===== config.mk =====
export PLATFORM = sky130hd
export DESIGN_NAME = camera_facing_ribbon_quads
export DESIGN_NICKNAME = d
export VERILOG_FILES = /design/src/rtl/core/crb_pkg.sv /design/src/rtl/core/camera_facing_ribbon_quads.sv /design/src/rtl/core/crb_mul.sv /design/src/rtl/core/crb_sqrt.sv /design/src/rtl/core/crb_div.sv
export SDC_FILE = /design/constraint.sdc
export NUM_CORES = 2
export LEC_CHECK = 0
export BUFFER_PORTS_ARGS = -buffer_cell sky130_fd_sc_hd__buf_2
export CAP_MARGIN = 20
export CORE_MARGIN = 1.5
export CORE_UTILIZATION = 30
export CTS_CLUSTER_SIZE = 8
export DETAILED_ROUTE_END_ITERATION = 8
export GPL_TIMING_DRIVEN = 0
export PLACE_DENSITY = 0.45
export SETUP_SLACK_MARGIN = 0.05
export SLEW_MARGIN = 10
export SYNTH_ARGS = -nofsm -noshare
export SYNTH_HDL_FRONTEND = slang
export SYNTH_HIERARCHICAL = 1
export SYNTH_SLANG_ARGS = --single-unit

===== constraint.sdc =====
create_clock -name clk_i -period 7.7 [get_ports clk_i]
set_clock_uncertainty 0.2 [all_clocks]
set_input_delay 0.385 -clock clk_i [delete_from_list [all_inputs] [get_ports clk_i]]
set_output_delay 0.385 -clock clk_i [all_outputs]
set_load 0.02 [all_outputs]

===== src/rtl/core/crb_pkg.sv =====
// Package with shared widths, register indexes and defaults of the ribbon quad block.
package crb_pkg;
  localparam int unsigned MaxQuadsDef = 64;

  localparam int unsigned MUL_A_W = 34;
  localparam int unsigned MUL_B_W = 56;
  localparam int unsigned MUL_P_W = MUL_A_W + MUL_B_W;

  localparam int unsigned RAD_W  = 70;
  localparam int unsigned ROOT_W = RAD_W / 2;
  localparam int unsigned QUO_W  = 56;

  localparam logic [1:0] REG_EYE_X      = 2'd0;
  localparam logic [1:0] REG_EYE_Y      = 2'd1;
  localparam logic [1:0] REG_EYE_Z      = 2'd2;
  localparam logic [1:0] REG_HALF_WIDTH = 2'd3;

  localparam logic [15:0] HALF_WIDTH_RST = 16'd1536;
endpackage


===== src/rtl/core/camera_facing_ribbon_quads.sv =====
// Top level of the camera-facing ribbon quad extruder with its sequencer.
// A point that starts a path, follows no held point or exceeds the quad limit is accepted
// and yields no beat. A point that gives a zero side runs the six cross-product passes of
// the bit-serial multiplier and then yields no beat. Any other point runs twelve multiplier
// passes, a square root and a divide, then sends four corner beats. The multiplier, root
// and divider iterate one bit per cycle. No new point is taken until the last corner beat
// has been delivered.
module camera_facing_ribbon_quads import crb_pkg::*; #(
  parameter int unsigned MAX_QUADS = MaxQuadsDef
) (
  input  logic        clk_i,
  input  logic        rst_ni,
  input  logic        cfg_valid_i,
  output logic        cfg_ready_o,
  input  logic [1:0]  cfg_addr_i,
  input  logic [15:0] cfg_data_i,
  input  logic        s_axis_tvalid,
  output logic        s_axis_tready,
  input  logic [47:0] s_axis_tdata,   // point_x, point_y, point_z
  input  logic        s_axis_tuser,   // path_start
  output logic        m_axis_tvalid,
  input  logic        m_axis_tready,
  output logic [47:0] m_axis_tdata,   // vertex_x, vertex_y, vertex_z
  output logic [1:0]  m_axis_tuser,   // corner
  output logic        m_axis_tlast    // quad_last
);
  localparam int unsigned QW = $clog2(MAX_QUADS + 1);

  localparam logic [3:0] ST_IDLE = 4'd0;
  localparam logic [3:0] ST_MGO  = 4'd1;
  localparam logic [3:0] ST_MWT  = 4'd2;
  localparam logic [3:0] ST_SGO  = 4'd3;
  localparam logic [3:0] ST_SWT  = 4'd4;
  localparam logic [3:0] ST_DGO  = 4'd5;
  localparam logic [3:0] ST_DWT  = 4'd6;
  localparam logic [3:0] ST_LOAD = 4'd7;
  localparam logic [3:0] ST_EMIT = 4'd8;

  localparam logic [3:0] OP_DY_TZ      = 4'd0;
  localparam logic [3:0] OP_DZ_TY      = 4'd1;
  localparam logic [3:0] OP_DZ_TX      = 4'd2;
  localparam logic [3:0] OP_DX_TZ      = 4'd3;
  localparam logic [3:0] OP_DX_TY      = 4'd4;
  localparam logic [3:0] OP_LAST_CROSS = 4'd5;
  localparam logic [3:0] OP_SQ_X       = 4'd6;
  localparam logic [3:0] OP_SQ_Y       = 4'd7;
  localparam logic [3:0] OP_LAST_SQ    = 4'd8;
  localparam logic [3:0] OP_FIRST_OFF  = 4'd9;
  localparam logic [3:0] OP_OFF_Y      = 4'd10;
  localparam logic [3:0] OP_LAST_OFF   = 4'd11;

  localparam logic [1:0] CORNER_B_MINUS = 2'd3;

  function automatic logic [16:0] abs17(logic signed [16:0] v);
    return v[16] ? 17'(-v) : 17'(v);
  endfunction

  function automatic logic [33:0] abs35(logic signed [34:0] v);
    logic [34:0] m;
    m = v[34] ? 35'(-v) : 35'(v);
    return m[33:0];
  endfunction

  function automatic logic [15:0] place(logic signed [15:0] p, logic signed [26:0] off,
                                        logic neg);
    logic signed [32:0] pe, oe, sm;
    logic [32:0]        mg;
    logic signed [17:0] tv;
    pe = {p[15], p, 16'h0000};
    oe = {{6{off[26]}}, off};
    sm = neg ? pe - oe : pe + oe;
    mg = sm[32] ? 33'(-sm) : 33'(sm);
    tv = sm[32] ? -$signed({1'b0, mg[32:16]}) : $signed({1'b0, mg[32:16]});
    if (tv > 18'sd32767) begin
      return 16'h7fff;
    end else if (tv < -18'sd32768) begin
      return 16'h8000;
    end
    return tv[15:0];
  endfunction

  logic [3:0]         state_q, state_d;
  logic [3:0]         op_q;
  logic signed [15:0] eye_x_q, eye_y_q, eye_z_q;
  logic [15:0]        hw_q;
  logic signed [15:0] prev_x_q, prev_y_q, prev_z_q;
  logic signed [15:0] a_x_q, a_y_q, a_z_q;
  logic               have_prev_q;
  logic [QW-1:0]      qcnt_q;
  logic signed [16:0] dx_q, dy_q, dz_q, tx_q, ty_q, tz_q;
  logic signed [34:0] term_q, sx_q, sy_q, sz_q;
  logic [RAD_W-1:0]   norm_q;
  logic signed [26:0] offx_q, offy_q, offz_q;
  logic [1:0]         corner_q;
  logic [47:0]        out_q;

  logic               in_beat, out_beat;
  logic signed [15:0] bx, by, bz;
  logic [MUL_A_W-1:0] mul_a;
  logic [MUL_B_W-1:0] mul_b;
  logic               mul_neg, mul_done, sqrt_done, div_done;
  logic [MUL_P_W-1:0] prod;
  logic signed [34:0] pval, snew;
  logic [25:0]        omag;
  logic signed [26:0] oval;
  logic [ROOT_W-1:0]  root, den;
  logic [QUO_W-1:0]   quo;
  logic               use_b, neg;
  logic signed [15:0] px, py, pz;

  assign bx = s_axis_tdata[15:0];
  assign by = s_axis_tdata[31:16];
  assign bz = s_axis_tdata[47:32];

  assign cfg_ready_o   = 1'b1;
  assign s_axis_tready = state_q == ST_IDLE;
  assign in_beat       = s_axis_tvalid && s_axis_tready;
  assign m_axis_tvalid = state_q == ST_EMIT;
  assign out_beat      = m_axis_tvalid && m_axis_tready;
  assign m_axis_tdata  = out_q;
  assign m_axis_tuser  = corner_q;
  assign m_axis_tlast  = corner_q == CORNER_B_MINUS;

  always_comb begin
    mul_a   = '0;
    mul_b   = '0;
    mul_neg = 1'b0;
    case (op_q)
      OP_DY_TZ: begin
        mul_a   = MUL_A_W'(abs17(dy_q));
        mul_b   = MUL_B_W'(abs17(tz_q));
        mul_neg = dy_q[16] ^ tz_q[16];
      end
      OP_DZ_TY: begin
        mul_a   = MUL_A_W'(abs17(dz_q));
        mul_b   = MUL_B_W'(abs17(ty_q));
        mul_neg = dz_q[16] ^ ty_q[16];
      end
      OP_DZ_TX: begin
        mul_a   = MUL_A_W'(abs17(dz_q));
        mul_b   = MUL_B_W'(abs17(tx_q));
        mul_neg = dz_q[16] ^ tx_q[16];
      end
      OP_DX_TZ: begin
        mul_a   = MUL_A_W'(abs17(dx_q));
        mul_b   = MUL_B_W'(abs17(tz_q));
        mul_neg = dx_q[16] ^ tz_q[16];
      end
      OP_DX_TY: begin
        mul_a   = MUL_A_W'(abs17(dx_q));
        mul_b   = MUL_B_W'(abs17(ty_q));
        mul_neg = dx_q[16] ^ ty_q[16];
      end
      OP_LAST_CROSS: begin
        mul_a   = MUL_A_W'(abs17(dy_q));
        mul_b   = MUL_B_W'(abs17(tx_q));
        mul_neg = dy_q[16] ^ tx_q[16];
      end
      OP_SQ_X: begin
        mul_a = abs35(sx_q); mul_b = MUL_B_W'(abs35(sx_q));
      end
      OP_SQ_Y: begin
        mul_a = abs35(sy_q); mul_b = MUL_B_W'(abs35(sy_q));
      end
      OP_LAST_SQ: begin
        mul_a = abs35(sz_q); mul_b = MUL_B_W'(abs35(sz_q));
      end
      OP_FIRST_OFF: begin
        mul_a = abs35(sx_q); mul_b = quo; mul_neg = sx_q[34];
      end
      OP_OFF_Y: begin
        mul_a = abs35(sy_q); mul_b = quo; mul_neg = sy_q[34];
      end
      OP_LAST_OFF: begin
        mul_a = abs35(sz_q); mul_b = quo; mul_neg = sz_q[34];
      end
      default: begin
        mul_a = '0;
      end
    endcase
    pval = mul_neg ? -$signed(prod[34:0]) : $signed(prod[34:0]);
    snew = term_q - pval;
    omag = prod[57:32];
    oval = mul_neg ? -$signed({1'b0, omag}) : $signed({1'b0, omag});
    den  = (root == '0) ? ROOT_W'(1) : root;
  end

  always_comb begin
    use_b = corner_q[1];
    neg   = corner_q[0];
    px    = use_b ? prev_x_q : a_x_q;
    py    = use_b ? prev_y_q : a_y_q;
    pz    = use_b ? prev_z_q : a_z_q;
  end

  always_comb begin
    state_d = state_q;
    case (state_q)
      ST_IDLE: begin
        if (in_beat && !s_axis_tuser && have_prev_q && (qcnt_q < QW'(MAX_QUADS))) begin
          state_d = ST_MGO;
        end
      end
      ST_MGO: state_d = ST_MWT;
      ST_MWT: begin
        if (mul_done) begin
          if (op_q == OP_LAST_CROSS && sx_q == '0 && sy_q == '0 && snew == '0) begin
            state_d = ST_IDLE;
          end else if (op_q == OP_LAST_SQ) begin
            state_d = ST_SGO;
          end else if (op_q == OP_LAST_OFF) begin
            state_d = ST_LOAD;
          end else begin
            state_d = ST_MGO;
          end
        end
      end
      ST_SGO: state_d = ST_SWT;
      ST_SWT: begin
        if (sqrt_done) begin
          state_d = ST_DGO;
        end
      end
      ST_DGO: state_d = ST_DWT;
      ST_DWT: begin
        if (div_done) begin
          state_d = ST_MGO;
        end
      end
      ST_LOAD: state_d = ST_EMIT;
      ST_EMIT: begin
        if (out_beat) begin
          state_d = (corner_q == CORNER_B_MINUS) ? ST_IDLE : ST_LOAD;
        end
      end
      default: state_d = ST_IDLE;
    endcase
  end

  always_ff @(posedge clk_i or negedge rst_ni) begin
    if (!rst_ni) begin
      state_q     <= ST_IDLE;
      op_q        <= '0;
      corner_q    <= '0;
      eye_x_q     <= '0;
      eye_y_q     <= '0;
      eye_z_q     <= '0;
      hw_q        <= HALF_WIDTH_RST;
      prev_x_q    <= '0;
      prev_y_q    <= '0;
      prev_z_q    <= '0;
      have_prev_q <= 1'b0;
      qcnt_q      <= '0;
    end else begin
      state_q <= state_d;
      if (cfg_valid_i) begin
        case (cfg_addr_i)
          REG_EYE_X:      eye_x_q <= cfg_data_i;
          REG_EYE_Y:      eye_y_q <= cfg_data_i;
          REG_EYE_Z:      eye_z_q <= cfg_data_i;
          REG_HALF_WIDTH: hw_q    <= cfg_data_i;
          default:        hw_q    <= hw_q;
        endcase
      end
      if (in_beat) begin
        prev_x_q    <= bx;
        prev_y_q    <= by;
        prev_z_q    <= bz;
        have_prev_q <= 1'b1;
        op_q        <= OP_DY_TZ;
        corner_q    <= '0;
        if (s_axis_tuser) begin
          qcnt_q <= '0;
        end
      end
      if (state_q == ST_MWT && mul_done) begin
        op_q <= op_q + 1'b1;
      end
      if (state_q == ST_DWT && div_done) begin
        op_q <= OP_FIRST_OFF;
      end
      if (out_beat) begin
        corner_q <= corner_q + 1'b1;
        if (corner_q == CORNER_B_MINUS) begin
          qcnt_q <= qcnt_q + 1'b1;
        end
      end
    end
  end

  always_ff @(posedge clk_i) begin
    if (in_beat) begin
      a_x_q <= prev_x_q;
      a_y_q <= prev_y_q;
      a_z_q <= prev_z_q;
      dx_q  <= 17'(bx) - 17'(prev_x_q);
      dy_q  <= 17'(by) - 17'(prev_y_q);
      dz_q  <= 17'(bz) - 17'(prev_z_q);
      tx_q  <= 17'(eye_x_q) - 17'(prev_x_q);
      ty_q  <= 17'(eye_y_q) - 17'(prev_y_q);
      tz_q  <= 17'(eye_z_q) - 17'(prev_z_q);
    end
    if (state_q == ST_MWT && mul_done) begin
      case (op_q)
        OP_DY_TZ, OP_DZ_TX, OP_DX_TY: term_q <= pval;
        OP_DZ_TY:      sx_q   <= snew;
        OP_DX_TZ:      sy_q   <= snew;
        OP_LAST_CROSS: sz_q   <= snew;
        OP_SQ_X:       norm_q <= prod[RAD_W-1:0];
        OP_SQ_Y, OP_LAST_SQ: norm_q <= norm_q + prod[RAD_W-1:0];
        OP_FIRST_OFF:  offx_q <= oval;
        OP_OFF_Y:      offy_q <= oval;
        OP_LAST_OFF:   offz_q <= oval;
        default: term_q <= term_q;
      endcase
    end
    if (state_q == ST_LOAD) begin
      out_q <= {place(pz, offz_q, neg), place(py, offy_q, neg), place(px, offx_q, neg)};
    end
  end

  crb_mul u_mul (
    .clk_i   (clk_i),
    .rst_ni  (rst_ni),
    .start_i (state_q == ST_MGO),
    .a_i     (mul_a),
    .b_i     (mul_b),
    .done_o  (mul_done),
    .prod_o  (prod)
  );

  crb_sqrt u_sqrt (
    .clk_i   (clk_i),
    .rst_ni  (rst_ni),
    .start_i (state_q == ST_SGO),
    .rad_i   (norm_q),
    .done_o  (sqrt_done),
    .root_o  (root)
  );

  crb_div u_div (
    .clk_i   (clk_i),
    .rst_ni  (rst_ni),
    .start_i (state_q == ST_DGO),
    .num_i   ({hw_q, 40'h0}),
    .den_i   (den),
    .done_o  (div_done),
    .quo_o   (quo)
  );
endmodule


===== src/rtl/core/crb_mul.sv =====
// Bit-serial shift-add multiplier, one multiplier bit per cycle.
module crb_mul import crb_pkg::*; (
  input  logic               clk_i,
  input  logic               rst_ni,
  input  logic               start_i,
  input  logic [MUL_A_W-1:0] a_i,
  input  logic [MUL_B_W-1:0] b_i,
  output logic               done_o,
  output logic [MUL_P_W-1:0] prod_o
);
  localparam int unsigned CW = $clog2(MUL_A_W);

  logic               run_q, done_q;
  logic [CW-1:0]      cnt_q;
  logic [MUL_B_W-1:0] hi_q, b_q;
  logic [MUL_A_W-1:0] lo_q;
  logic [MUL_B_W:0]   add;

  assign add = {1'b0, hi_q} + (lo_q[0] ? {1'b0, b_q} : {(MUL_B_W + 1){1'b0}});

  always_ff @(posedge clk_i or negedge rst_ni) begin
    if (!rst_ni) begin
      run_q  <= 1'b0;
      done_q <= 1'b0;
      cnt_q  <= '0;
    end else begin
      done_q <= run_q && (cnt_q == CW'(MUL_A_W - 1));
      if (start_i) begin
        run_q <= 1'b1;
        cnt_q <= '0;
      end else if (run_q) begin
        cnt_q <= cnt_q + 1'b1;
        if (cnt_q == CW'(MUL_A_W - 1)) begin
          run_q <= 1'b0;
        end
      end
    end
  end

  always_ff @(posedge clk_i) begin
    if (start_i) begin
      hi_q <= '0;
      lo_q <= a_i;
      b_q  <= b_i;
    end else if (run_q) begin
      hi_q <= add[MUL_B_W:1];
      lo_q <= {add[0], lo_q[MUL_A_W-1:1]};
    end
  end

  assign done_o = done_q;
  assign prod_o = {hi_q, lo_q};
endmodule


===== src/rtl/core/crb_sqrt.sv =====
// Digit-by-digit integer square root, one root bit per cycle.
module crb_sqrt import crb_pkg::*; (
  input  logic              clk_i,
  input  logic              rst_ni,
  input  logic              start_i,
  input  logic [RAD_W-1:0]  rad_i,
  output logic              done_o,
  output logic [ROOT_W-1:0] root_o
);
  localparam int unsigned CW = $clog2(ROOT_W);

  logic              run_q, done_q;
  logic [CW-1:0]     cnt_q;
  logic [RAD_W-1:0]  rad_q;
  logic [ROOT_W:0]   rem_q;
  logic [ROOT_W-1:0] root_q;
  logic [ROOT_W+2:0] work, trial;
  logic              take;

  always_comb begin
    work  = {rem_q, rad_q[RAD_W-1:RAD_W-2]};
    trial = {1'b0, root_q, 2'b01};
    take  = work >= trial;
  end

  always_ff @(posedge clk_i or negedge rst_ni) begin
    if (!rst_ni) begin
      run_q  <= 1'b0;
      done_q <= 1'b0;
      cnt_q  <= '0;
    end else begin
      done_q <= run_q && (cnt_q == CW'(ROOT_W - 1));
      if (start_i) begin
        run_q <= 1'b1;
        cnt_q <= '0;
      end else if (run_q) begin
        cnt_q <= cnt_q + 1'b1;
        if (cnt_q == CW'(ROOT_W - 1)) begin
          run_q <= 1'b0;
        end
      end
    end
  end

  always_ff @(posedge clk_i) begin
    if (start_i) begin
      rad_q  <= rad_i;
      rem_q  <= '0;
      root_q <= '0;
    end else if (run_q) begin
      rad_q  <= {rad_q[RAD_W-3:0], 2'b00};
      rem_q  <= take ? (ROOT_W+1)'(work - trial) : work[ROOT_W:0];
      root_q <= {root_q[ROOT_W-2:0], take};
    end
  end

  assign done_o = done_q;
  assign root_o = root_q;
endmodule


===== src/rtl/core/crb_div.sv =====
// Restoring divider, one quotient bit per cycle.
module crb_div import crb_pkg::*; (
  input  logic              clk_i,
  input  logic              rst_ni,
  input  logic              start_i,
  input  logic [QUO_W-1:0]  num_i,
  input  logic [ROOT_W-1:0] den_i,
  output logic              done_o,
  output logic [QUO_W-1:0]  quo_o
);
  localparam int unsigned CW = $clog2(QUO_W);

  logic              run_q, done_q;
  logic [CW-1:0]     cnt_q;
  logic [QUO_W-1:0]  quo_q;
  logic [ROOT_W-1:0] den_q, rem_q;
  logic [ROOT_W:0]   work;
  logic              take;

  always_comb begin
    work = {rem_q, quo_q[QUO_W-1]};
    take = work >= {1'b0, den_q};
  end

  always_ff @(posedge clk_i or negedge rst_ni) begin
    if (!rst_ni) begin
      run_q  <= 1'b0;
      done_q <= 1'b0;
      cnt_q  <= '0;
    end else begin
      done_q <= run_q && (cnt_q == CW'(QUO_W - 1));
      if (start_i) begin
        run_q <= 1'b1;
        cnt_q <= '0;
      end else if (run_q) begin
        cnt_q <= cnt_q + 1'b1;
        if (cnt_q == CW'(QUO_W - 1)) begin
          run_q <= 1'b0;
        end
      end
    end
  end

  always_ff @(posedge clk_i) begin
    if (start_i) begin
      quo_q <= num_i;
      den_q <= den_i;
      rem_q <= '0;
    end else if (run_q) begin
      rem_q <= take ? ROOT_W'(work - {1'b0, den_q}) : work[ROOT_W-1:0];
      quo_q <= {quo_q[QUO_W-2:0], take};
    end
  end

  assign done_o = done_q;
  assign quo_o  = quo_q;
endmodule


==> flow_summary.yaml <==
placement:
  dp_cells: 10800
  place_congestion: 0.943
  placed_area_mm2: 0.0773
  port-buffer-count: 124
  hpwl_mm: 204
grt:
  antenna_found_initial: 6
  grt_start_max_net_pins: 92
  first_global_vias: 57900
  overflow: 0
  track_usage: 0.211
  grt_pass1_wl_mm: 384
cts:
  cts_tree: "built"
  h-tree-depth: 4
  insertion_delay_ns: 0.81
  post_cts_buffers: 0
  clock_sinks: 1056
  clockBufferDepth: 3
  clock-root-buffer: "clkbuf_16"
  cts_inserted_buffers: 154
  cts.clk_slew.worst_paths_ns: 0.05
drt:
  route.detailed.drc: 20
  ant_nets: 0
  drt-total-wl_mm: 261
  vias: 59300
  wl_per_cell_um: 23.4
  drtIter0Drc: 4597
  vias_per_cell: 5.32
  first_pass_iters: 9
synth:
  synth_edf_count: 740
  ys.flop_type: "edfxtp_1"
  synth.top_cell.area_share: 0.310
  yosysUniqueCellTypes: 128
  async_flop_share: 0.146
  yosysSeqAreaShare: 0.408
  yosys_register_bits: 1056
  synth_area_mm2: 0.0718
  syn-instance-count: 7457
  ys_warn_count: 6
  yosysTopAreaCell: "edfxtp_1"
  synthTopCellsByArea: "edfxtp_1 31%, ha_1 8.0%, dfrtp_1 5.3%"
  avgSynthCellArea_um2: 9.63
sta:
  setup_violations: 0
  fmax_ghz: 0.139
  fin_crit_sh: 0.937
  slew_headroom: 0.216
  tns_ns: 0
  drv_slew: 0
  period_needed_ns: 7.22
  rsz0062_at_grt: "true"
  tightestPinTransition_ns: 1.18
  hold_violations: 0
final_layout:
  multi_input_area_mm2: 0.0397
  seqCellArea_mm2: 0.0293
  layout-drive-gt1-share: 0.104
  fillCellCount: 24300
  nNetsFinal: 8425
  area_growth_pct: 15.2
  fin_area_mm2: 0.0827
  postLayoutCoreUtil: 0.348
  final_cells: 11200
power_and_ir_drop:
  p_per_area_mw_per_mm2: 449
  p_sw_mw: 16.7
  clkPwrFrac: 0.177
  combPwrFrac: 0.538
  switching_share: 0.450
  p_leak_nw: 32.3
  internal_power_mw: 20.4
  max-vdd-ir-drop_mv: 0.258
  p_seq_frac: 0.285
critical_path:
  startpoint: "op_q[0]"
  critPathRequiredTime_ns: 8.18
  r2r-start: "op_q[0]"
  critical_path.max_stage_delay_ns: 0.62
  cp-start-kind: "register"
  worstPathCellList: "inv_1, ha_1, clkbuf_1, nand2_1, a21oi_4, nand2_1, nand3_2, clkbuf_2, nor2_1, a21oi_2, fa_1, nor4_1, nand4b_1, nor3_1, nor4bb_1, nand3_1, nor4b_1, and4b_1, nand4b_1, or4_1, nor4_2, buf_4, nor2_1"
  path_class: "register to register"
  cp_data_arrival_time_ns: 7.69
  cp-end-kind: "register"
  critPathSlowestCell: "fa_1"
  worst-path-max-fanout: 10
worst_hold_path:
  min_path_type: "input pin to register"
  min_from: "cfg_valid_i"
die:
  num_rows: 179
  die_w_um: 492
  die-area_mm2: 0.242
  start_util: 0.302
  coreArea_mm2: 0.238
  io_pins: 126
  fp.dieH_um: 492
status:
  status: "finished with violations"
  violations: "design-rule violations"
job:
  drv_cap: 0
final timing paths:
| check | end | slack [ns] | cells past startpoint |
|---|---|---|---|
| max | state_q[0] | 0.48 | 23 |
| min | eye_y_q[15] | 0.09 | 3 |
| max reg2reg | state_q[0] | 0.48 | 23 |
| min reg2reg | have_prev_q | 0.26 | 1 |
| max in group asynchronous | u_mul/cnt_q[3] | 6.23 | 4 |
| min in group asynchronous | qcnt_q[2] | 0.54 | 4 |
what timing repair did:
action	CTS	global route
endpoints found under the hold margin	315	0
gates cloned	0	0
hold buffers	69	0
resized for setup	15	10
setup endpoints to repair	28	29
state kept, by name, summed over array words and instances, names as in the netlist, 27 cells and up:
signal,count
offz_q,27
term_q,35
m_axis_tdata,48
u_mul/hi_q,56
offy_q,27
offx_q,27
sx_q,35
sz_q,35
u_div/rem_q,35
u_sqrt/rad_q,70
u_div/quo_o,56
u_sqrt/rem_q,36
u_div/den_q,35
norm_q,70
u_mul/lo_q,34
u_sqrt/root_o,35
sy_q,35
u_mul/b_q,56
power by group through the flow:
stage | combinational (mW) | clock (mW) | sequential, mW
after floorplan | 14.1 | 0 | 9.90
after CTS | 19.9 | 6.78 | 10.6
after global placement | 19.5 | 0 | 10.8
after global routing | 22.0 | 7.01 | 10.8
after detailed placement | 19.7 | 0 | 10.7
final | 20.0 | 6.57 | 10.6
critical path, delay by kind of cell, from the launching register on:
family                     cells  cell delay [ns]
adders and majority gates      2             0.77
buffers and inverters          4             1.13
DFF                            1             0.44
and+or+nand+nor               15             3.87
AOI/OAI and AO/OA              2             0.65
cell families (layout without fill, tap and decap cells):
| group | Yosys count | after routing | synth area share |
|---|---|---|---|
| and+or+nand+nor | 2205 | 2205 | 0.152 |
| AOI/OAI and AO/OA | 1975 | 1975 | 0.182 |
| DFF | 1056 | 1056 | 0.408 |
| buffers and inverters | 765 | 1255 | 0.0427 |
| xor gates and xnor gates | 590 | 590 | 0.0721 |
| adders and majority gates | 473 | 473 | 0.0838 |
| muxes | 391 | 391 | 0.0594 |
| other | 2 | 45 | 0.000105 |
metrics by stage:
stage	power [mW]	setup slack [ns]	hold slack (ns)
after global routing	39.8	0.0294	0.0982
final	37.1	0.482	0.0862
after floorplan	24.0	0.535	-0.111
after detailed placement	30.4	-0.967	0.188
after global placement	30.3	-3.88	0.241
after CTS	37.3	0.0584	0.0409
routing by layer:
metal	track usage	up-vias	share of wire
met5	0	-	0.000084
met4	0.0778	4	0.037
met3	0.0243	395	0.043
met2	0.355	1602	0.47
met1	0.277	29000	0.45
li1	-	28300	-
synthesized netlist by cell type, drive strengths merged, types with 46 or more instances:
cell type and number:
dfxtp 162, o21ai 480, and3 61, o211ai 54, a31oi 73, o22ai 57
a21boi 51, o41ai 52, nand2b 77, o31ai 90, nor3 136, and2 123
nand3 128, a211oi 106, mux2 277, xnor2 320, buf 69, dfrtp 152
nor2b 84, ha 460, a21o 155, o21bai 46, xor2 270, inv 433
nand4 72, edfxtp 740, nor4 74, or4 48, nor2 626, mux2i 114
a21oi 445, clkbuf 260, or3 80, nand2 573
layout make-up:
cell class                 count  share of cell area
antenna                        4            0.000121
buffer                       325              0.0173
clock buffer                 241              0.0513
clock inverter                21             0.00419
inverter                     434              0.0197
multi-input combinational   5675               0.481
sequential                  1056               0.355
tap                         3167              0.0479
timing repair buffer         234              0.0242
cells in the final DEF, fill, tap and decap left out, types with 134 or more instances in the layout:
master and count:
clkbuf_1 323, buf_2 158, xnor2_1 318, dfrtp_1 152
xor2_1 269, edfxtp_1 740, nand2_1 570, mux2_2 277
o21ai_0 441, clkbuf_16 155, a21oi_1 438, nor2_1 620
nor3_1 134, a21o_1 153, dfxtp_1 162, ha_1 459
inv_1 430
No activity file was read; power rests on OpenSTA's default activity.
